<file path="src/rtl/lpr_pkg.sv">
// Shared types and constants for the line pixel rasterizer.
package lpr_pkg;

  // Endpoint coordinates arrive with one spare bit so off-grid values can be seen.
  localparam int COORD_IN_W = 7;
  // Pixel coordinates on the grid.
  localparam int PIX_W = 6;

  // Largest legal column and row of the grid.
  localparam int GRID_MAX_COL = 63;
  localparam int GRID_MAX_ROW = 63;

  // Sequencer states, one-hot.
  typedef enum logic [2:0] {
    ST_IDLE  = 3'b001,
    ST_SETUP = 3'b010,
    ST_RUN   = 3'b100
  } lpr_state_t;

endpackage

</file>
<file path="src/rtl/lpr_in_if.sv">
// Input channel: one beat carries the two endpoints of a line.
interface lpr_in_if;
  logic                           valid;
  logic                           ready;
  logic [lpr_pkg::COORD_IN_W-1:0] start_x;
  logic [lpr_pkg::COORD_IN_W-1:0] start_y;
  logic [lpr_pkg::COORD_IN_W-1:0] end_x;
  logic [lpr_pkg::COORD_IN_W-1:0] end_y;

  modport source (output valid, output start_x, output start_y, output end_x, output end_y,
                  input ready);
  modport sink (input valid, input start_x, input start_y, input end_x, input end_y,
                output ready);
endinterface

</file>
<file path="src/rtl/lpr_out_if.sv">
// Output channel: one beat carries one pixel of a line, or a rejection.
interface lpr_out_if;
  logic                      valid;
  logic                      ready;
  logic [lpr_pkg::PIX_W-1:0] pixel_x;
  logic [lpr_pkg::PIX_W-1:0] pixel_y;
  logic                      rejected;
  logic                      last;

  modport source (output valid, output pixel_x, output pixel_y, output rejected, output last,
                  input ready);
  modport sink (input valid, input pixel_x, input pixel_y, input rejected, input last,
                output ready);
endinterface

</file>
<file path="src/rtl/line_pixel_rasterizer_unit.sv">
// Line pixel rasterizer: walks the grid pixels between two endpoints.
//
// The block takes one line (two endpoints) per input beat and emits one output beat per
// pixel, in rising order of the major axis, with last set on the final pixel. A line whose
// endpoint lies off the grid (64 by 64 by default) yields a single beat with rejected and
// last set.
// The minor coordinate is the exact line value rounded half up, tracked as an integer
// quotient and remainder by one shared add/compare unit, one pixel per cycle while the
// output is not stalled. After a line is accepted, its endpoints are captured, the walk
// is set up and then its D + 1 pixels are loaded, D being the major span; only then can
// the next line be accepted. A rejected line loads its single beat. Output stalls hold
// the walk. Input ready is high only while the sequencer is idle; the output register
// lets the final pixel wait while the next line is taken.
module line_pixel_rasterizer_unit #(
  parameter int GRID_MAX_COL = lpr_pkg::GRID_MAX_COL,
  parameter int GRID_MAX_ROW = lpr_pkg::GRID_MAX_ROW
) (
  input logic        clk,
  input logic        rst,
  lpr_in_if.sink     line_in,
  lpr_out_if.source  pixel_out
);
  import lpr_pkg::*;

  // Sequencer and captured endpoints.
  lpr_state_t              state;
  logic [COORD_IN_W-1:0]   in_sx;
  logic [COORD_IN_W-1:0]   in_sy;
  logic [COORD_IN_W-1:0]   in_ex;
  logic [COORD_IN_W-1:0]   in_ey;

  // Walk state.
  logic                    rej;
  logic                    steep;
  logic [PIX_W-1:0]        step_index;
  logic [PIX_W-1:0]        step_end;
  logic [PIX_W-1:0]        base_major;
  logic [PIX_W-1:0]        minor;
  logic signed [PIX_W:0]   delta_minor;
  logic [PIX_W:0]          remainder;
  logic [PIX_W:0]          two_d;

  // Output register.
  logic                    out_valid;
  logic [PIX_W-1:0]        out_x;
  logic [PIX_W-1:0]        out_y;
  logic                    out_rej;
  logic                    out_last;

  // Setup values.
  logic signed [COORD_IN_W:0] dx;
  logic signed [COORD_IN_W:0] dy;
  logic signed [COORD_IN_W:0] adx;
  logic signed [COORD_IN_W:0] ady;
  logic                       in_range;
  logic                       shallow;
  logic [PIX_W-1:0]           s_major;
  logic [PIX_W-1:0]           s_minor;
  logic signed [COORD_IN_W:0] s_dm;
  logic [PIX_W-1:0]           s_d;
  logic [PIX_W-1:0]           s_div;

  // Step values.
  logic signed [PIX_W+2:0] acc_sum;
  logic signed [PIX_W+2:0] two_d_ext;
  logic [PIX_W:0]          remainder_next;
  logic [PIX_W-1:0]        minor_next;
  logic [PIX_W-1:0]        cur_major;
  logic                    is_last;
  logic                    load_out;

  // Spans and orientation of the captured line.
  always_comb begin
    dx  = signed'({1'b0, in_ex}) - signed'({1'b0, in_sx});
    dy  = signed'({1'b0, in_ey}) - signed'({1'b0, in_sy});
    adx = dx[COORD_IN_W] ? -dx : dx;
    ady = dy[COORD_IN_W] ? -dy : dy;
    in_range = (in_sx <= COORD_IN_W'(GRID_MAX_COL)) && (in_ex <= COORD_IN_W'(GRID_MAX_COL)) &&
               (in_sy <= COORD_IN_W'(GRID_MAX_ROW)) && (in_ey <= COORD_IN_W'(GRID_MAX_ROW));
    shallow = (dx != '0) && ((dy == '0) || (ady < adx));
    if (shallow) begin
      if (!dx[COORD_IN_W]) begin
        s_major = in_sx[PIX_W-1:0];
        s_minor = in_sy[PIX_W-1:0];
        s_dm    = dy;
      end else begin
        s_major = in_ex[PIX_W-1:0];
        s_minor = in_ey[PIX_W-1:0];
        s_dm    = -dy;
      end
      s_d = adx[PIX_W-1:0];
    end else begin
      if (!dy[COORD_IN_W]) begin
        s_major = in_sy[PIX_W-1:0];
        s_minor = in_sx[PIX_W-1:0];
        s_dm    = dx;
      end else begin
        s_major = in_ey[PIX_W-1:0];
        s_minor = in_ex[PIX_W-1:0];
        s_dm    = -dx;
      end
      s_d = ady[PIX_W-1:0];
    end
    // A zero span divides by one.
    s_div = (s_d == '0) ? PIX_W'(1) : s_d;
  end

  // Shared add/compare unit: advance the remainder by twice the minor span and fold it
  // back into [0, 2D) with one correction of the quotient.
  always_comb begin
    two_d_ext = signed'({2'b00, two_d});
    acc_sum   = signed'({2'b00, remainder}) +
                signed'({delta_minor[PIX_W], delta_minor, 1'b0});
    if (acc_sum >= two_d_ext) begin
      remainder_next = (PIX_W+1)'(acc_sum - two_d_ext);
      minor_next     = minor + PIX_W'(1);
    end else if (acc_sum[PIX_W+2]) begin
      remainder_next = (PIX_W+1)'(acc_sum + two_d_ext);
      minor_next     = minor - PIX_W'(1);
    end else begin
      remainder_next = acc_sum[PIX_W:0];
      minor_next     = minor;
    end
  end

  // Current pixel and output register load.
  assign cur_major = base_major + step_index;
  assign is_last   = rej || (step_index == step_end);
  assign load_out  = (state == ST_RUN) && (!out_valid || pixel_out.ready);

  // Sequencer, walk state and output register.
  always_ff @(posedge clk) begin
    if (rst) begin
      state     <= ST_IDLE;
      out_valid <= 1'b0;
    end else begin
      // The output beat is set on a load and cleared once it is taken.
      if (load_out) begin
        out_valid <= 1'b1;
      end else if (pixel_out.ready) begin
        out_valid <= 1'b0;
      end
      unique case (state)
        ST_IDLE: begin
          if (line_in.valid) begin
            in_sx <= line_in.start_x;
            in_sy <= line_in.start_y;
            in_ex <= line_in.end_x;
            in_ey <= line_in.end_y;
            state <= ST_SETUP;
          end
        end
        ST_SETUP: begin
          rej         <= !in_range;
          steep       <= !shallow;
          step_index  <= '0;
          step_end    <= s_d;
          base_major  <= s_major;
          minor       <= s_minor;
          delta_minor <= s_dm[PIX_W:0];
          remainder   <= {1'b0, s_div};
          two_d       <= {s_div, 1'b0};
          state       <= ST_RUN;
        end
        ST_RUN: begin
          if (load_out) begin
            out_rej   <= rej;
            out_last  <= is_last;
            if (rej) begin
              out_x <= '0;
              out_y <= '0;
            end else if (steep) begin
              out_x <= minor;
              out_y <= cur_major;
            end else begin
              out_x <= cur_major;
              out_y <= minor;
            end
            if (is_last) begin
              state <= ST_IDLE;
            end else begin
              step_index <= step_index + PIX_W'(1);
              remainder  <= remainder_next;
              minor      <= minor_next;
            end
          end
        end
        default: begin
          state <= ST_IDLE;
        end
      endcase
    end
  end

  // Port drive.
  assign line_in.ready      = (state == ST_IDLE);
  assign pixel_out.valid    = out_valid;
  assign pixel_out.pixel_x  = out_x;
  assign pixel_out.pixel_y  = out_y;
  assign pixel_out.rejected = out_rej;
  assign pixel_out.last     = out_last;

endmodule

</file>
<file path="src/flat_wrapper.sv">
// flat-port wrapper written by rule: the top's interface ports become plain ports
module line_pixel_rasterizer_unit_flat import lpr_pkg::*;
#(
  parameter int GRID_MAX_COL = lpr_pkg::GRID_MAX_COL,
  parameter int GRID_MAX_ROW = lpr_pkg::GRID_MAX_ROW
)
  (clk, rst, line_in_valid, line_in_start_x, line_in_start_y, line_in_end_x, line_in_end_y, line_in_ready, pixel_out_valid, pixel_out_pixel_x, pixel_out_pixel_y, pixel_out_rejected, pixel_out_last, pixel_out_ready);
  lpr_in_if line_in_i ();
  lpr_out_if pixel_out_i ();
  input logic clk;
  input logic rst;
  input wire logic [$bits(line_in_i.valid)-1:0] line_in_valid;
  input wire logic [$bits(line_in_i.start_x)-1:0] line_in_start_x;
  input wire logic [$bits(line_in_i.start_y)-1:0] line_in_start_y;
  input wire logic [$bits(line_in_i.end_x)-1:0] line_in_end_x;
  input wire logic [$bits(line_in_i.end_y)-1:0] line_in_end_y;
  output wire logic [$bits(line_in_i.ready)-1:0] line_in_ready;
  output wire logic [$bits(pixel_out_i.valid)-1:0] pixel_out_valid;
  output wire logic [$bits(pixel_out_i.pixel_x)-1:0] pixel_out_pixel_x;
  output wire logic [$bits(pixel_out_i.pixel_y)-1:0] pixel_out_pixel_y;
  output wire logic [$bits(pixel_out_i.rejected)-1:0] pixel_out_rejected;
  output wire logic [$bits(pixel_out_i.last)-1:0] pixel_out_last;
  input wire logic [$bits(pixel_out_i.ready)-1:0] pixel_out_ready;
  assign line_in_i.valid = line_in_valid;
  assign line_in_i.start_x = line_in_start_x;
  assign line_in_i.start_y = line_in_start_y;
  assign line_in_i.end_x = line_in_end_x;
  assign line_in_i.end_y = line_in_end_y;
  assign line_in_ready = line_in_i.ready;
  assign pixel_out_valid = pixel_out_i.valid;
  assign pixel_out_pixel_x = pixel_out_i.pixel_x;
  assign pixel_out_pixel_y = pixel_out_i.pixel_y;
  assign pixel_out_rejected = pixel_out_i.rejected;
  assign pixel_out_last = pixel_out_i.last;
  assign pixel_out_i.ready = pixel_out_ready;
  line_pixel_rasterizer_unit #(.GRID_MAX_COL(GRID_MAX_COL), .GRID_MAX_ROW(GRID_MAX_ROW)) u_core (.clk(clk), .rst(rst), .line_in(line_in_i), .pixel_out(pixel_out_i));
endmodule
</file>
<file path="config.mk">
export PLATFORM = sky130hd
export DESIGN_NAME = line_pixel_rasterizer_unit_flat
export DESIGN_NICKNAME = d
export VERILOG_FILES = /design/src/rtl/lpr_pkg.sv /design/src/rtl/lpr_in_if.sv /design/src/rtl/lpr_out_if.sv /design/src/rtl/line_pixel_rasterizer_unit.sv /design/src/flat_wrapper.sv
export SDC_FILE = /design/constraint.sdc
export NUM_CORES = 1
export LEC_CHECK = 0
export BUFFER_PORTS_ARGS = -buffer_cell sky130_fd_sc_hd__buf_2
export CAP_MARGIN = 20
export CORE_MARGIN = 4
export CORE_UTILIZATION = 55
export CTS_BUF_LIST = sky130_fd_sc_hd__clkbuf_4
export CTS_CLUSTER_DIAMETER = 50
export DETAILED_ROUTE_END_ITERATION = 10
export PLACE_DENSITY = 0.77
export SYNTH_ARGS = -nofsm -noshare
export SYNTH_HDL_FRONTEND = slang
export SYNTH_SLANG_ARGS = --single-unit
</file>
<file path="constraint.sdc">
create_clock -name clk -period 8.1 [get_ports clk]
set_input_delay 1.62 -clock clk [delete_from_list [all_inputs] [get_ports clk]]
set_output_delay 1.62 -clock clk [all_outputs]
set_load 0.02 [all_outputs]
</file>
==> flow_summary.html, run 1 <==
<table>
<tr><th>Metric</th><th>Value</th></tr>
<tr><th colspan="2">Outcome</th></tr>
<tr><td>Outcome</td><td>finished clean</td></tr>
<tr><th colspan="2">Synthesis</th></tr>
<tr><td>Fraction of registers with async set or reset after synthesis</td><td>0</td></tr>
<tr><td>Dominant synthesized flop cell</td><td>edfxtp_1</td></tr>
<tr><td>Area share of the largest cell type after synthesis</td><td>0.4117</td></tr>
<tr><td>Sequential-to-total area share from yosys stat</td><td>0.4242</td></tr>
<tr><td>Cell area after synthesis</td><td>between 6000 and 7000 µm²</td></tr>
<tr><td>Top cells by count, synth</td><td>edfxtp_1 (88), nor2_1 (64), a21oi_1 (55)</td></tr>
<tr><td>Number of synthesis warnings</td><td>0</td></tr>
<tr><td>Number of distinct standard cells referenced by the synthesized netlist</td><td>57</td></tr>
<tr><td>Count of state elements after synthesis</td><td>92</td></tr>
<tr><td>Average size of a mapped cell</td><td>approximately 10 µm²</td></tr>
<tr><td>Leading cell type by number of instances after synthesis</td><td>edfxtp_1</td></tr>
<tr><td>Leading post-synthesis cells by cell area</td><td>edfxtp_1 (41%), ha_1 (9.9%), xnor2_1 (5.0%)</td></tr>
<tr><td>Cell count after synthesis</td><td>634</td></tr>
<tr><td>Net count after synthesis</td><td>between 700 and 800</td></tr>
<tr><td>Cell taking the most area after synthesis</td><td>edfxtp_1</td></tr>
<tr><td>Post-synth EDFFs</td><td>88</td></tr>
<tr><th colspan="2">Worst setup path</th></tr>
<tr><td>Setup slack on the worst flop-to-flop path</td><td>approximately 3.0 ns</td></tr>
<tr><td>Crit path max-delay cell type</td><td>nor3b_1</td></tr>
<tr><td>Critical Path End</td><td>u_core.minor[5]$_DFFE_PP_</td></tr>
<tr><td>Startpoint class of the critical path</td><td>flop</td></tr>
<tr><td>Most common cell on crit path</td><td>a21oi_1</td></tr>
<tr><td>Chain of cells forming the critical path</td><td>ha_1, a21o_1, a21oi_1, o21bai_1, a21oi_1, xnor2_1, ha_1, a211oi_1, o221ai_1, nor3b_1, nor2_1, inv_1, ha_1, a21o_1, a21oi_1, o21bai_1, a21oi_1, xnor2_1, xnor2_1, nand2_1, o21ai_0</td></tr>
<tr><td>Max incr delay on CP</td><td>approximately 0.54 ns</td></tr>
<tr><td>Critical path origin</td><td>u_core.remainder[2]$_DFFE_PP_</td></tr>
<tr><td>Data required time of the worst path</td><td>around 8.4 ns</td></tr>
<tr><td>Number of cells on the critical path</td><td>21</td></tr>
<tr><td>Arrival time at the worst endpoint</td><td>5.31 ns</td></tr>
<tr><td>Reg2reg path depth</td><td>21</td></tr>
<tr><td>Critical register-to-register path endpoint</td><td>u_core.minor[5]$_DFFE_PP_</td></tr>
<tr><td>Top delay family on crit path</td><td>compound AO/OA/AOI/OAI gates</td></tr>
<tr><td>Peak fanout along the critical path</td><td>9</td></tr>
<tr><td>Reg-to-reg critical path startpoint</td><td>u_core.remainder[2]$_DFFE_PP_</td></tr>
<tr><td>Combined buffer and inverter count along the critical path</td><td>1</td></tr>
<tr><td>Element type at the critical path end</td><td>flop</td></tr>
<tr><td>Crit path kind</td><td>flop to flop</td></tr>
<tr><th colspan="2">Job</th></tr>
<tr><td>Maximum Capacitance Violations</td><td>0</td></tr>
<tr><th colspan="2">Routing</th></tr>
<tr><td>Average wire per standard cell</td><td>approximately 17 µm</td></tr>
<tr><td>Drt pass-1 iters</td><td>6</td></tr>
<tr><td>Antenna-violating nets left</td><td>0</td></tr>
<tr><td>Total via count in the routed design</td><td>roughly 4800</td></tr>
<tr><td>Final wirelength</td><td>~14000 µm</td></tr>
<tr><td>Post-detailed-route DRC marker count</td><td>0</td></tr>
<tr><td>Detailed-route vias per instance</td><td>between 5 and 6</td></tr>
<tr><td>Initial drt markers</td><td>~440</td></tr>
<tr><th colspan="2">Layout</th></tr>
<tr><td>Number of nets in the layout</td><td>slightly below 800</td></tr>
<tr><td>Final non-filler cell area</td><td>6958 µm²</td></tr>
<tr><td>Number of antenna diodes</td><td>0</td></tr>
<tr><td>Area growth from synthesis to layout</td><td>8.402%</td></tr>
<tr><td>Count of placed standard cells in the final layout, fillers left out</td><td>826</td></tr>
<tr><td>Fraction of final layout cells sized beyond drive strength 1</td><td>0.1391</td></tr>
<tr><th colspan="2">CTS</th></tr>
<tr><td>Root buffer cell</td><td>clkbuf_4</td></tr>
<tr><td>Number of buffers inserted by post-CTS setup repair</td><td>0</td></tr>
<tr><td>Number of gates resized after CTS</td><td>0</td></tr>
<tr><td>Maximum root-to-sink buffer count</td><td>2</td></tr>
<tr><td>Cts hold-fix bufs</td><td>0</td></tr>
<tr><td>Number of buffers added by the clock tree synthesis step</td><td>9</td></tr>
<tr><td>CTS tree</td><td>done</td></tr>
<tr><td>Clk_lat worst skew</td><td>0.48 ns</td></tr>
<tr><td>Total number of clock tree sinks</td><td>92</td></tr>
<tr><td>H-tree levels</td><td>3</td></tr>
<tr><td>Clock transition at path regs</td><td>approximately 0.15 ns</td></tr>
<tr><th colspan="2">Global routing</th></tr>
<tr><td>Number of global-route vias before repair</td><td>4686</td></tr>
<tr><td>Tot GR Track Use</td><td>0.2184</td></tr>
<tr><td>Maximum number of pins on one net before global-route repair</td><td>29</td></tr>
<tr><td>Initial antenna violation count</td><td>0</td></tr>
<tr><td>First-pass GRT wire length</td><td>between 20000 and 25000 µm</td></tr>
<tr><td>Global route overflow</td><td>0</td></tr>
<tr><th colspan="2">STA</th></tr>
<tr><td>Final hold violation count</td><td>0</td></tr>
<tr><td>Relative max-transition margin</td><td>0.3926</td></tr>
<tr><td>Post-route fraction of the period consumed by the critical path</td><td>0.6252</td></tr>
<tr><td>Hold Slack</td><td>approximately 0.57 ns</td></tr>
<tr><td>Number of setup violations in the final report</td><td>0</td></tr>
<tr><td>Setup repair after global routing missed its margin</td><td>no</td></tr>
<tr><td>Min cycle time layout</td><td>a little over 5 ns</td></tr>
<tr><td>Max Clock Skew</td><td>around 0.026 ns</td></tr>
<tr><td>Setup TNS Final</td><td>0 ns</td></tr>
<tr><td>Worst Max-Slew Pin Slew</td><td>a little over 0.9 ns</td></tr>
<tr><td>Highest attainable clock frequency</td><td>197.5 MHz</td></tr>
<tr><td>Final Slew Violations</td><td>0</td></tr>
<tr><th colspan="2">Die</th></tr>
<tr><td>DIE AREA</td><td>about 13000 µm²</td></tr>
<tr><td>Initial Util</td><td>0.5621</td></tr>
<tr><td>Die span in y</td><td>116.0 µm</td></tr>
<tr><td>Number of rows in the core area</td><td>39</td></tr>
<tr><td>Boundary Pins</td><td>48</td></tr>
<tr><td>Placeable Area</td><td>11420 µm²</td></tr>
<tr><td>Horiz. Die Dim</td><td>approximately 120 µm</td></tr>
<tr><th colspan="2">Min path</th></tr>
<tr><td>Start point of the worst min-delay path</td><td>u_core.pixel_out.valid$_SDFFE_PP0P_</td></tr>
<tr><td>HP Class</td><td>flop to flop</td></tr>
<tr><th colspan="2">Power</th></tr>
<tr><td>Final total power</td><td>approximately 1.4 mW</td></tr>
<tr><td>Worst ir drop on vdd</td><td>between 100 and 150 µV</td></tr>
<tr><td>Leakage</td><td>roughly 2.9 nW</td></tr>
<tr><td>Cell area power density</td><td>about 190 nW/µm²</td></tr>
<tr><th colspan="2">Place</th></tr>
<tr><td>Cell count after placement</td><td>about 800</td></tr>
<tr><td>Buffers on Ports</td><td>47</td></tr>
<tr><td>Placed Area</td><td>about 6800 µm²</td></tr>
<tr><td>Placer congestion estimate</td><td>a little under 0.9</td></tr>
<tr><td>Half-perimeter wire length after detailed placement</td><td>10860 µm</td></tr>
</table>
-- cell families (layout without fill, tap and decap cells) --
logic type	Yosys count	in the layout	synth area share
xor gates and xnor gates	54	54	0.07485
DFF	92	92	0.4242
muxes	37	37	0.06160
AOI/OAI and AO/OA	137	137	0.1349
buffers and inverters	73	122	0.04620
adders and majority gates	58	58	0.1212
and+or+nand+nor	183	183	0.1370
-- cell type report --
class / count / area [µm²]
multi-input cells: 469 / 3421
repair buffers: 55 / 302.8
fillers: 931 / 4461
flip-flops and latches: 92 / 2723
clock buffers: 10 / 75.07
well taps: 143 / 178.9
clock inverters: 5 / 60.06
inverters: 52 / 197.7
-- how the worst min path moves through the flow --
stage / endpoint / slack, ns / cells after the start
after detailed placement: u_core.pixel_out.valid$_SDFFE_PP0P_ / 0.56 / 2
after global placement: u_core.pixel_out.valid$_SDFFE_PP0P_ / 0.50 / 2
after floorplan: u_core.pixel_out.rejected$_DFFE_PP_ / 0.50 / 0
after global routing: u_core.pixel_out.valid$_SDFFE_PP0P_ / 0.62 / 2
after CTS: u_core.pixel_out.valid$_SDFFE_PP0P_ / 0.58 / 2
final: u_core.pixel_out.valid$_SDFFE_PP0P_ / 0.57 / 2
-- sequential cells by signal (all words and copies together), names as in the netlist --
name	count
u_core.pixel_out.pixel_x	6
u_core.pixel_out.valid	1
u_core.in_ey	7
u_core.two_d	6
u_core.state	3
u_core.pixel_out.pixel_y	6
u_core.in_sy	7
u_core.step_index	6
u_core.pixel_out.rejected	1
u_core.delta_minor	7
u_core.pixel_out.last	1
u_core.rej	1
u_core.in_ex	7
u_core.in_sx	7
u_core.minor	6
u_core.step_end	6
u_core.remainder	7
u_core.steep	1
u_core.base_major	6
-- stage by stage --
step	setup slack, ns	utilization
floorplan	3.534	-
CTS	3.082	0.6084
global route	2.748	0.6094
finish	3.036	0.6094
global placement	3.052	0.5956
detailed placement	3.122	0.5965
-- metal layers --
| metal | routed length [µm] | up-vias | global-route usage | share of wire |
|---|---|---|---|---|
| li1 | - | 2351 | - | - |
| met1 | 6040 | 2286 | 0.2756 | 0.43 |
| met2 | 6900 | 142 | 0.3736 | 0.50 |
| met3 | 728 | 25 | 0.05379 | 0.052 |
| met4 | 236 | 0 | 0.06265 | 0.017 |
| met5 | 0 | - | 0 | 0 |
-- tightest hold or removal path, cell delays in order, from the launching register on --
cell and delay (ns):
dfxtp_1 0.36, nand2b_1 0.10, a21oi_1 0.08
-- report_power, final --
part	leakage (nW)	total, mW	internal [mW]	switching (mW)
logic	1.99	0.514	0.212	0.302
registers	0.835	0.581	0.571	0.0105
clock network	0.0749	0.256	0.0977	0.159
total	2.90	1.35	0.881	0.471
-- cells in the final DEF (no fill, tap or decap), types with 13 or more instances in the layout --
master,n
a21o_1,13
a21oi_1,55
buf_2,47
edfxtp_1,88
ha_1,51
inv_1,51
mux2i_1,26
nand2_1,44
nor2_1,64
o21ai_0,19
xnor2_1,37
xor2_1,16
(Power assumes the default switching activity.)
==> run 2, diff against run 1 <==
==> constraint.sdc (replaced) <==
create_clock -name clk -period 5.2 [get_ports clk]
set_input_delay 1.04 -clock clk [delete_from_list [all_inputs] [get_ports clk]]
set_output_delay 1.04 -clock clk [all_outputs]
set_load 0.02 [all_outputs]
==> run 2 against run 1 <==
  * Clock skew grew 0.0023 ns
  * Combinational power grew 57%
  * Largest cell class unchanged
  * First-iteration DRC count grew 5.7%
  * Via count grew 1.0%
  * Sequential power grew 56%
==> flow_summary.html, run 2 (same netlist as run 1, synthesis figures left out) <==
<table>
<tr><th>Metric</th><th>Value</th></tr>
<tr><th colspan="2">Place</th></tr>
<tr><td>Half-perimeter wire length after detailed placement</td><td>11450 µm (was 10860 µm)</td></tr>
<tr><td>Placer congestion estimate</td><td>0.9371 (was 0.8947)</td></tr>
<tr><td>Worst slack at placement</td><td>0.3283 ns (was 3.122 ns)</td></tr>
<tr><td>Buffers on Ports</td><td>47 (unchanged)</td></tr>
<tr><td>Cell count after placement</td><td>813 (was 810)</td></tr>
<tr><th colspan="2">Global routing</th></tr>
<tr><td>Global route overflow</td><td>0 (unchanged)</td></tr>
<tr><td>Maximum number of pins on one net before global-route repair</td><td>29 (unchanged)</td></tr>
<tr><td>M1 GR Usage</td><td>0.2934 (was 0.2756)</td></tr>
<tr><td>Met3 demand-to-capacity share in global routing</td><td>0.04961 (was 0.05379)</td></tr>
<tr><td>First-pass GRT wire length</td><td>23810 µm (was 22770 µm)</td></tr>
<tr><td>Number of global-route vias before repair</td><td>4843 (was 4686)</td></tr>
<tr><td>Initial antenna violation count</td><td>1 (was 0)</td></tr>
<tr><td>Gr busiest metal</td><td>met2 (unchanged)</td></tr>
<tr><td>Tot GR Track Use</td><td>0.2277 (was 0.2184)</td></tr>
<tr><td>GRT met2 Usage</td><td>0.3820 (was 0.3736)</td></tr>
<tr><th colspan="2">Outcome</th></tr>
<tr><td>Outcome</td><td>finished clean (unchanged)</td></tr>
<tr><th colspan="2">CTS</th></tr>
<tr><td>Number of buffers added by the clock tree synthesis step</td><td>9 (unchanged)</td></tr>
<tr><td>Total number of clock tree sinks</td><td>92 (unchanged)</td></tr>
<tr><td>Maximum root-to-sink buffer count</td><td>2 (unchanged)</td></tr>
<tr><td>Root buffer cell</td><td>clkbuf_4 (unchanged)</td></tr>
<tr><td>Clk_lat worst skew</td><td>0.48 ns (about the same)</td></tr>
<tr><td>Clock transition at path regs</td><td>0.16 ns (was 0.15 ns)</td></tr>
<tr><td>H-tree levels</td><td>3 (unchanged)</td></tr>
<tr><td>CTS tree</td><td>done (unchanged)</td></tr>
<tr><td>Cts hold-fix bufs</td><td>0 (unchanged)</td></tr>
<tr><td>Number of gates resized after CTS</td><td>0 (unchanged)</td></tr>
<tr><td>Number of buffers inserted by post-CTS setup repair</td><td>0 (unchanged)</td></tr>
<tr><th colspan="2">Routing</th></tr>
<tr><td>Drt pass-1 iters</td><td>5 (was 6)</td></tr>
<tr><td>Detailed-route vias per instance</td><td>5.839 (was 5.816)</td></tr>
<tr><td>Initial drt markers</td><td>467 (was 442)</td></tr>
<tr><td>Final wirelength</td><td>14610 µm (was 13910 µm)</td></tr>
<tr><td>Total via count in the routed design</td><td>4852 (was 4804)</td></tr>
<tr><td>Post-detailed-route DRC marker count</td><td>0 (unchanged)</td></tr>
<tr><td>Antenna-violating nets left</td><td>0 (unchanged)</td></tr>
<tr><td>Average wire per standard cell</td><td>17.58 µm (was 16.83 µm)</td></tr>
<tr><th colspan="2">Layout</th></tr>
<tr><td>Fraction of final layout cells sized beyond drive strength 1</td><td>0.1426 (was 0.1391)</td></tr>
<tr><td>Most frequent standard cell in the layout excluding fill and tap cells</td><td>edfxtp_1 (unchanged)</td></tr>
<tr><td>Area growth from synthesis to layout</td><td>8.363% (was 8.402%)</td></tr>
<tr><td>Final core utilization</td><td>0.6091 (was 0.6094)</td></tr>
<tr><td>Count of placed standard cells in the final layout, fillers left out</td><td>831 (was 826)</td></tr>
<tr><td>Highest-count cells in the layout ignoring fill and taps</td><td>edfxtp_1 (88), nor2_1 (64), a21oi_1 (55), inv_1 (51), ha_1 (51) (unchanged)</td></tr>
<tr><td>Number of nets in the layout</td><td>772 (was 769)</td></tr>
<tr><td>Number of fill cells in the layout</td><td>969 (was 931)</td></tr>
<tr><th colspan="2">Die</th></tr>
<tr><td>Placeable Area</td><td>11420 µm² (unchanged)</td></tr>
<tr><td>Die span in y</td><td>116.0 µm (unchanged)</td></tr>
<tr><td>Initial Util</td><td>0.5621 (unchanged)</td></tr>
<tr><td>Number of rows in the core area</td><td>39 (unchanged)</td></tr>
<tr><td>Horiz. Die Dim</td><td>116.0 µm (unchanged)</td></tr>
<tr><td>Boundary Pins</td><td>48 (unchanged)</td></tr>
<tr><td>DIE AREA</td><td>13460 µm² (unchanged)</td></tr>
<tr><th colspan="2">STA</th></tr>
<tr><td>Number of setup violations in the final report</td><td>0 (unchanged)</td></tr>
<tr><td>Relative max-transition margin</td><td>0.2682 (was 0.3926)</td></tr>
<tr><td>Worst Max-Slew Pin Slew</td><td>1.092 ns (was 0.9046 ns)</td></tr>
<tr><td>Post-route fraction of the period consumed by the critical path</td><td>0.9244 (was 0.6252)</td></tr>
<tr><td>Setup TNS Final</td><td>0 ns (unchanged)</td></tr>
<tr><td>Final hold violation count</td><td>0 (unchanged)</td></tr>
<tr><td>Highest attainable clock frequency</td><td>208.0 MHz (was 197.5 MHz)</td></tr>
<tr><td>Fin worst setup slack</td><td>0.3932 ns (was 3.036 ns)</td></tr>
<tr><td>Min cycle time layout</td><td>4.807 ns (was 5.064 ns)</td></tr>
<tr><td>Setup repair after global routing missed its margin</td><td>no (unchanged)</td></tr>
<tr><td>Max Clock Skew</td><td>0.02843 ns (was 0.02611 ns)</td></tr>
<tr><td>Final Slew Violations</td><td>0 (unchanged)</td></tr>
<tr><th colspan="2">Power</th></tr>
<tr><td>Switching Fraction</td><td>0.3565 (was 0.3486)</td></tr>
<tr><td>Worst ir drop on vdd</td><td>176.8 µV (was 146.4 µV)</td></tr>
<tr><td>Share of power burned in combinational logic</td><td>0.391 (was 0.380)</td></tr>
<tr><td>Final total power</td><td>2.069 mW (was 1.352 mW)</td></tr>
<tr><td>Cell area power density</td><td>297.5 nW/µm² (was 194.3 nW/µm²)</td></tr>
<tr><td>Proportion of power drawn by the clock network</td><td>0.172 (was 0.190)</td></tr>
<tr><td>Switching pwr</td><td>0.7376 mW (was 0.4713 mW)</td></tr>
<tr><td>Total internal power</td><td>1.332 mW (was 0.8807 mW)</td></tr>
<tr><td>Sequential cell fraction of total power</td><td>0.438 (was 0.430)</td></tr>
<tr><td>Leakage</td><td>2.896 nW (was 2.895 nW)</td></tr>
<tr><th colspan="2">Worst setup path</th></tr>
<tr><td>Data required time of the worst path</td><td>5.46 ns (was 8.35 ns)</td></tr>
<tr><td>Arrival time at the worst endpoint</td><td>5.06 ns (was 5.31 ns)</td></tr>
<tr><td>Element type at the critical path end</td><td>flop (unchanged)</td></tr>
<tr><td>Crit path kind</td><td>flop to flop (unchanged)</td></tr>
<tr><td>Startpoint class of the critical path</td><td>flop (unchanged)</td></tr>
<tr><td>Peak fanout along the critical path</td><td>9 (unchanged)</td></tr>
<tr><th colspan="2">Job</th></tr>
<tr><td>Maximum Capacitance Violations</td><td>0 (unchanged)</td></tr>
<tr><th colspan="2">Min path</th></tr>
<tr><td>HP Class</td><td>flop to flop (unchanged)</td></tr>
</table>
[run 2: power by group through the flow]
stage | Combinational, mW | Clock (mW) | Sequential (mW)
4_1_cts | 0.800 | 0.360 | 0.906
5_1_grt | 0.894 | 0.393 | 0.908
2_1_floorplan | 0.628 | 0 | 0.917
6_report | 0.808 | 0.355 | 0.906
3_3_place_gp | 0.772 | 0 | 0.921
3_5_place_dp | 0.796 | 0 | 0.922
[run 2: worst paths after layout]
check	from	endpoint	slack [ns]	cells past startpoint
setup / recovery	u_core.remainder[2]$_DFFE_PP_	u_core.minor[5]$_DFFE_PP_	0.39	22
hold / removal	u_core.pixel_out.valid$_SDFFE_PP0P_	u_core.pixel_out.valid$_SDFFE_PP0P_	0.57	2
setup reg to reg	u_core.remainder[2]$_DFFE_PP_	u_core.minor[5]$_DFFE_PP_	0.39	22
hold reg to reg	u_core.pixel_out.valid$_SDFFE_PP0P_	u_core.pixel_out.valid$_SDFFE_PP0P_	0.57	2
[run 2: final cells by class]
class / instances / area [µm²] / share of cell area
flip-flops and latches: 92 / 2723 / 0.3914
clock buffers: 10 / 75.07 / 0.01079
multi-input cells: 469 / 3421 / 0.4918
diodes: 1 / 2.502 / 0.0003598
repair buffers: 58 / 317.8 / 0.04569
well taps: 143 / 178.9 / 0.02572
inverters: 52 / 197.7 / 0.02842
clock inverters: 6 / 40.04 / 0.005756
[run 2: layer usage]
metal,routed length (µm),part of all wire
met4,352,0.024
met3,813,0.056
met1,6285,0.43
met5,0,0
met2,7159,0.49
[run 2: worst max-delay path, cell delays in order, from the launching register on]
cell and delay, ns:
edfxtp_1 0.43, ha_1 0.33, a21o_1 0.18, a21oi_1 0.24, o21bai_1 0.14, a21oi_1 0.28
xnor2_1 0.15, ha_1 0.20, a211oi_1 0.22, o221ai_1 0.17, nor3b_1 0.30, buf_4 0.19
nor2_1 0.05, inv_1 0.33, ha_1 0.31, a21o_1 0.18, a21oi_1 0.23, o21bai_1 0.10
a21oi_1 0.20, xnor2_1 0.16, xnor2_1 0.09, nand2_1 0.07, o21ai_0 0.07
[run 2: per-stage QoR]
| step | instance area (µm²) | hold slack, ns |
|---|---|---|
| 2_1_floorplan | 6419 | 0.4966 |
| 3_3_place_gp | 6830 | 0.5132 |
| 3_5_place_dp | 6830 | 0.5309 |
| 4_1_cts | 6945 | 0.5550 |
| 5_1_grt | 6955 | 0.5736 |
| 6_report | 6955 | 0.5695 |
==> run 3, diff against run 2 <==
--- a/config.mk
+++ b/config.mk
@@ -7,12 +7,14 @@
 export LEC_CHECK = 0
 export BUFFER_PORTS_ARGS = -buffer_cell sky130_fd_sc_hd__buf_2
 export CAP_MARGIN = 20
+export CELL_PAD_IN_SITES_DETAIL_PLACEMENT = 0
+export CELL_PAD_IN_SITES_GLOBAL_PLACEMENT = 1
 export CORE_MARGIN = 4
-export CORE_UTILIZATION = 55
+export CORE_UTILIZATION = 50
 export CTS_BUF_LIST = sky130_fd_sc_hd__clkbuf_4
 export CTS_CLUSTER_DIAMETER = 50
 export DETAILED_ROUTE_END_ITERATION = 10
-export PLACE_DENSITY = 0.77
+export PLACE_DENSITY = 0.79
 export SYNTH_ARGS = -nofsm -noshare
 export SYNTH_HDL_FRONTEND = slang
 export SYNTH_SLANG_ARGS = --single-unit
==> run 3 against run 2 <==
  * Clock power is 13% higher
  * Worst hold slack got worse by 0.028 ns
  * Sequential share of layout area fell by 0.42 points
  * Non-clock buffer count grew 1
  * Via count fell by 3.8%
  * Cell area rose by 1.1%
  * Critical path type unchanged
==> flow_summary.html, run 3 (same netlist as run 1, synthesis figures left out) <==
<table>
<tr><th>Metric</th><th>Value</th></tr>
<tr><th colspan="2">Die</th></tr>
<tr><td>Horiz. Die Dim</td><td>121.3 µm (was 116.0 µm)</td></tr>
<tr><td>Number of rows in the core area</td><td>41 (was 39)</td></tr>
<tr><td>Boundary Pins</td><td>48 (unchanged)</td></tr>
<tr><td>DIE AREA</td><td>14710 µm² (was 13460 µm²)</td></tr>
<tr><td>Initial Util</td><td>0.5086 (was 0.5621)</td></tr>
<tr><td>Die span in y</td><td>121.3 µm (was 116.0 µm)</td></tr>
<tr><td>Placeable Area</td><td>12620 µm² (was 11420 µm²)</td></tr>
<tr><th colspan="2">Worst setup path</th></tr>
<tr><td>Critical register-to-register path endpoint</td><td>u_core.minor[5]$_DFFE_PP_ (unchanged)</td></tr>
<tr><td>Crit path kind</td><td>flop to flop (unchanged)</td></tr>
<tr><td>Top delay family on crit path</td><td>compound AO/OA/AOI/OAI gates (unchanged)</td></tr>
<tr><td>Crit path max-delay cell type</td><td>edfxtp_1 (unchanged)</td></tr>
<tr><td>Max incr delay on CP</td><td>0.43 ns (about the same)</td></tr>
<tr><td>Chain of cells forming the critical path</td><td>ha_1, a21o_1, a21oi_1, xnor2_1, ha_1, nor4bb_1, a31oi_1, o221ai_1, nor3b_1, buf_4, nor2_2, inv_1, ha_1, a21o_1, a21oi_1, o21bai_1, a21oi_1, xnor2_1, xnor2_1, nand2_1, o21ai_0 (was ha_1, a21o_1, a21oi_1, o21bai_1, a21oi_1, xnor2_1, ha_1, a211oi_1, o221ai_1, nor3b_1, buf_4, nor2_1, inv_1, ha_1, a21o_1, a21oi_1, o21bai_1, a21oi_1, xnor2_1, xnor2_1, nand2_1, o21ai_0)</td></tr>
<tr><td>Data required time of the worst path</td><td>5.39 ns (was 5.46 ns)</td></tr>
<tr><td>Arrival time at the worst endpoint</td><td>4.95 ns (was 5.06 ns)</td></tr>
<tr><td>Setup slack on the worst flop-to-flop path</td><td>0.43 ns (was 0.39 ns)</td></tr>
<tr><td>Startpoint class of the critical path</td><td>flop (unchanged)</td></tr>
<tr><td>Reg2reg path depth</td><td>21 (was 22)</td></tr>
<tr><td>Peak fanout along the critical path</td><td>9 (unchanged)</td></tr>
<tr><td>Reg-to-reg critical path startpoint</td><td>u_core.remainder[2]$_DFFE_PP_ (unchanged)</td></tr>
<tr><td>Element type at the critical path end</td><td>flop (unchanged)</td></tr>
<tr><td>Critical path origin</td><td>u_core.remainder[2]$_DFFE_PP_ (unchanged)</td></tr>
<tr><td>Combined buffer and inverter count along the critical path</td><td>2 (unchanged)</td></tr>
<tr><th colspan="2">Routing</th></tr>
<tr><td>Drt pass-1 iters</td><td>5 (unchanged)</td></tr>
<tr><td>Detailed-route vias per instance</td><td>5.430 (was 5.839)</td></tr>
<tr><td>Average wire per standard cell</td><td>16.58 µm (was 17.58 µm)</td></tr>
<tr><td>Final wirelength</td><td>14260 µm (was 14610 µm)</td></tr>
<tr><td>Initial drt markers</td><td>317 (was 467)</td></tr>
<tr><td>Antenna-violating nets left</td><td>0 (unchanged)</td></tr>
<tr><td>Post-detailed-route DRC marker count</td><td>0 (unchanged)</td></tr>
<tr><td>Total via count in the routed design</td><td>4670 (was 4852)</td></tr>
<tr><th colspan="2">Layout</th></tr>
<tr><td>Number of nets in the layout</td><td>773 (was 772)</td></tr>
<tr><td>Footprint of the flip-flops and latches</td><td>2723 µm² (unchanged)</td></tr>
<tr><td>Multi-input gate area</td><td>3428 µm² (was 3421 µm²)</td></tr>
<tr><td>Number of antenna diodes</td><td>0 (was 1)</td></tr>
<tr><td>Most frequent standard cell in the layout excluding fill and tap cells</td><td>edfxtp_1 (unchanged)</td></tr>
<tr><td>Number of fill cells in the layout</td><td>1177 (was 969)</td></tr>
<tr><td>Final core utilization</td><td>0.5571 (was 0.6091)</td></tr>
<tr><td>Area growth from synthesis to layout</td><td>9.532% (was 8.363%)</td></tr>
<tr><td>Fraction of final layout cells sized beyond drive strength 1</td><td>0.1468 (was 0.1426)</td></tr>
<tr><td>Highest-count cells in the layout ignoring fill and taps</td><td>edfxtp_1 (88), nor2_1 (63), a21oi_1 (55), inv_1 (51), ha_1 (51) (was edfxtp_1 (88), nor2_1 (64), a21oi_1 (55), inv_1 (51), ha_1 (51))</td></tr>
<tr><th colspan="2">Min path</th></tr>
<tr><td>Worst Hold Path Cells</td><td>2 (unchanged)</td></tr>
<tr><td>HP Class</td><td>flop to flop (unchanged)</td></tr>
<tr><td>Start point of the worst min-delay path</td><td>u_core.pixel_out.valid$_SDFFE_PP0P_ (unchanged)</td></tr>
<tr><td>Sink of the worst hold path</td><td>u_core.pixel_out.valid$_SDFFE_PP0P_ (unchanged)</td></tr>
<tr><th colspan="2">Power</th></tr>
<tr><td>Proportion of power drawn by the clock network</td><td>0.189 (was 0.172)</td></tr>
<tr><td>Switching Fraction</td><td>0.3510 (was 0.3565)</td></tr>
<tr><td>Total internal power</td><td>1.381 mW (was 1.332 mW)</td></tr>
<tr><td>Leakage</td><td>2.911 nW (was 2.896 nW)</td></tr>
<tr><td>Cell area power density</td><td>302.7 nW/µm² (was 297.5 nW/µm²)</td></tr>
<tr><td>Final total power</td><td>2.128 mW (was 2.069 mW)</td></tr>
<tr><td>Switching pwr</td><td>0.7469 mW (was 0.7376 mW)</td></tr>
<tr><td>Sequential cell fraction of total power</td><td>0.426 (was 0.438)</td></tr>
<tr><td>Share of power burned in combinational logic</td><td>0.386 (was 0.391)</td></tr>
<tr><td>Worst ir drop on vdd</td><td>169.5 µV (was 176.8 µV)</td></tr>
<tr><th colspan="2">Global routing</th></tr>
<tr><td>First-pass GRT wire length</td><td>23250 µm (was 23810 µm)</td></tr>
<tr><td>Global route overflow</td><td>0 (unchanged)</td></tr>
<tr><td>Number of global-route vias before repair</td><td>4644 (was 4843)</td></tr>
<tr><td>Maximum number of pins on one net before global-route repair</td><td>29 (unchanged)</td></tr>
<tr><td>Initial antenna violation count</td><td>0 (was 1)</td></tr>
<tr><td>Tot GR Track Use</td><td>0.2028 (was 0.2277)</td></tr>
<tr><th colspan="2">STA</th></tr>
<tr><td>Worst Max-Slew Pin Slew</td><td>1.016 ns (was 1.092 ns)</td></tr>
<tr><td>Min cycle time layout</td><td>4.769 ns (was 4.807 ns)</td></tr>
<tr><td>Fin worst setup slack</td><td>0.4314 ns (was 0.3932 ns)</td></tr>
<tr><td>Final Slew Violations</td><td>0 (unchanged)</td></tr>
<tr><td>Setup repair after global routing missed its margin</td><td>no (unchanged)</td></tr>
<tr><td>Post-route fraction of the period consumed by the critical path</td><td>0.9170 (was 0.9244)</td></tr>
<tr><td>Final hold violation count</td><td>0 (unchanged)</td></tr>
<tr><td>Setup TNS Final</td><td>0 ns (unchanged)</td></tr>
<tr><td>Highest attainable clock frequency</td><td>209.7 MHz (was 208.0 MHz)</td></tr>
<tr><td>Number of setup violations in the final report</td><td>0 (unchanged)</td></tr>
<tr><td>Hold Slack</td><td>0.5411 ns (was 0.5695 ns)</td></tr>
<tr><td>Relative max-transition margin</td><td>0.3210 (was 0.2682)</td></tr>
<tr><td>Max Clock Skew</td><td>0.01614 ns (was 0.02843 ns)</td></tr>
<tr><th colspan="2">CTS</th></tr>
<tr><td>H-tree levels</td><td>3 (unchanged)</td></tr>
<tr><td>Clk_lat worst skew</td><td>0.45 ns (was 0.48 ns)</td></tr>
<tr><td>Maximum root-to-sink buffer count</td><td>2 (unchanged)</td></tr>
<tr><td>Total number of clock tree sinks</td><td>92 (unchanged)</td></tr>
<tr><td>Root buffer cell</td><td>clkbuf_4 (unchanged)</td></tr>
<tr><td>Cts hold-fix bufs</td><td>0 (unchanged)</td></tr>
<tr><td>Number of buffers inserted by post-CTS setup repair</td><td>0 (unchanged)</td></tr>
<tr><td>CTS tree</td><td>done (unchanged)</td></tr>
<tr><td>Number of buffers added by the clock tree synthesis step</td><td>9 (unchanged)</td></tr>
<tr><td>Number of gates resized after CTS</td><td>0 (unchanged)</td></tr>
<tr><td>Clock transition at path regs</td><td>0.15 ns (was 0.16 ns)</td></tr>
<tr><th colspan="2">Place</th></tr>
<tr><td>Buffers on Ports</td><td>47 (unchanged)</td></tr>
<tr><td>Worst slack at placement</td><td>0.2663 ns (was 0.3283 ns)</td></tr>
<tr><td>Placer congestion estimate</td><td>0.9010 (was 0.9371)</td></tr>
<tr><td>Half-perimeter wire length after detailed placement</td><td>11290 µm (was 11450 µm)</td></tr>
<tr><th colspan="2">Outcome</th></tr>
<tr><td>Outcome</td><td>finished clean (unchanged)</td></tr>
<tr><th colspan="2">Job</th></tr>
<tr><td>Maximum Capacitance Violations</td><td>0 (unchanged)</td></tr>
</table>
-- run 3: cell count changes in the layout (fill, tap and decap cells not counted), sizes merged --
cell	delta
bufinv	+1
clkinv	-1
diode	-1
buf	+1
-- run 3: cell type report --
type | count | area share
flip-flops and latches | 92 | 0.3873
repair buffers | 59 | 0.04681
multi-input cells | 469 | 0.4876
inverters | 52 | 0.02812
clock buffers | 10 | 0.01068
clock inverters | 6 | 0.008898
well taps | 172 | 0.03061
-- run 3: per-layer routing --
metal  wire length, µm  vias up  share of wire  GRT usage
li1                  -     2356              -          -
met1              6490     2194           0.46     0.2666
met2              7033       99           0.49     0.3420
met3               465       21          0.033    0.03357
met4               266        0          0.019    0.06513
met5                 0        -              0          0
-- run 3: metrics by stage --
stage | cells | area (µm²)
2_1_floorplan | 634 | 6419
3_3_place_gp | 842 | 6872
3_5_place_dp | 842 | 6872
4_1_cts | 858 | 7009
5_1_grt | 860 | 7030
6_report | 860 | 7030
-- run 3: worst register-to-register path: stages (launching register included) --
cell	delay, ns
edfxtp_1	0.43
ha_1	0.31
a21o_1	0.17
a21oi_1	0.23
xnor2_1	0.14
ha_1	0.43
nor4bb_1	0.32
a31oi_1	0.12
o221ai_1	0.20
nor3b_1	0.08
buf_4	0.16
nor2_2	0.24
inv_1	0.24
ha_1	0.33
a21o_1	0.18
a21oi_1	0.23
o21bai_1	0.11
a21oi_1	0.20
xnor2_1	0.16
xnor2_1	0.08
nand2_1	0.07
o21ai_0	0.09
-- run 3: how the worst max path moves through the flow --
stage	cells after the start	to	slack, ns
6_report	21	u_core.minor[5]$_DFFE_PP_	0.43
5_1_grt	21	u_core.minor[5]$_DFFE_PP_	0.03
4_1_cts	21	u_core.minor[5]$_DFFE_PP_	0.26
3_5_place_dp	21	u_core.minor[5]$_DFFE_PP_	0.27
3_3_place_gp	21	u_core.minor[5]$_DFFE_PP_	0.59
2_1_floorplan	19	u_core.remainder[5]$_DFFE_PP_	0.95
-- run 3: power by group through the flow --
stage	Combinational, mW	Sequential [mW]	Clock, mW
final	0.821	0.906	0.402
after global routing	0.899	0.908	0.447
after CTS	0.815	0.906	0.412
after detailed placement	0.811	0.923	0
after global placement	0.793	0.922	0
after floorplan	0.628	0.917	0
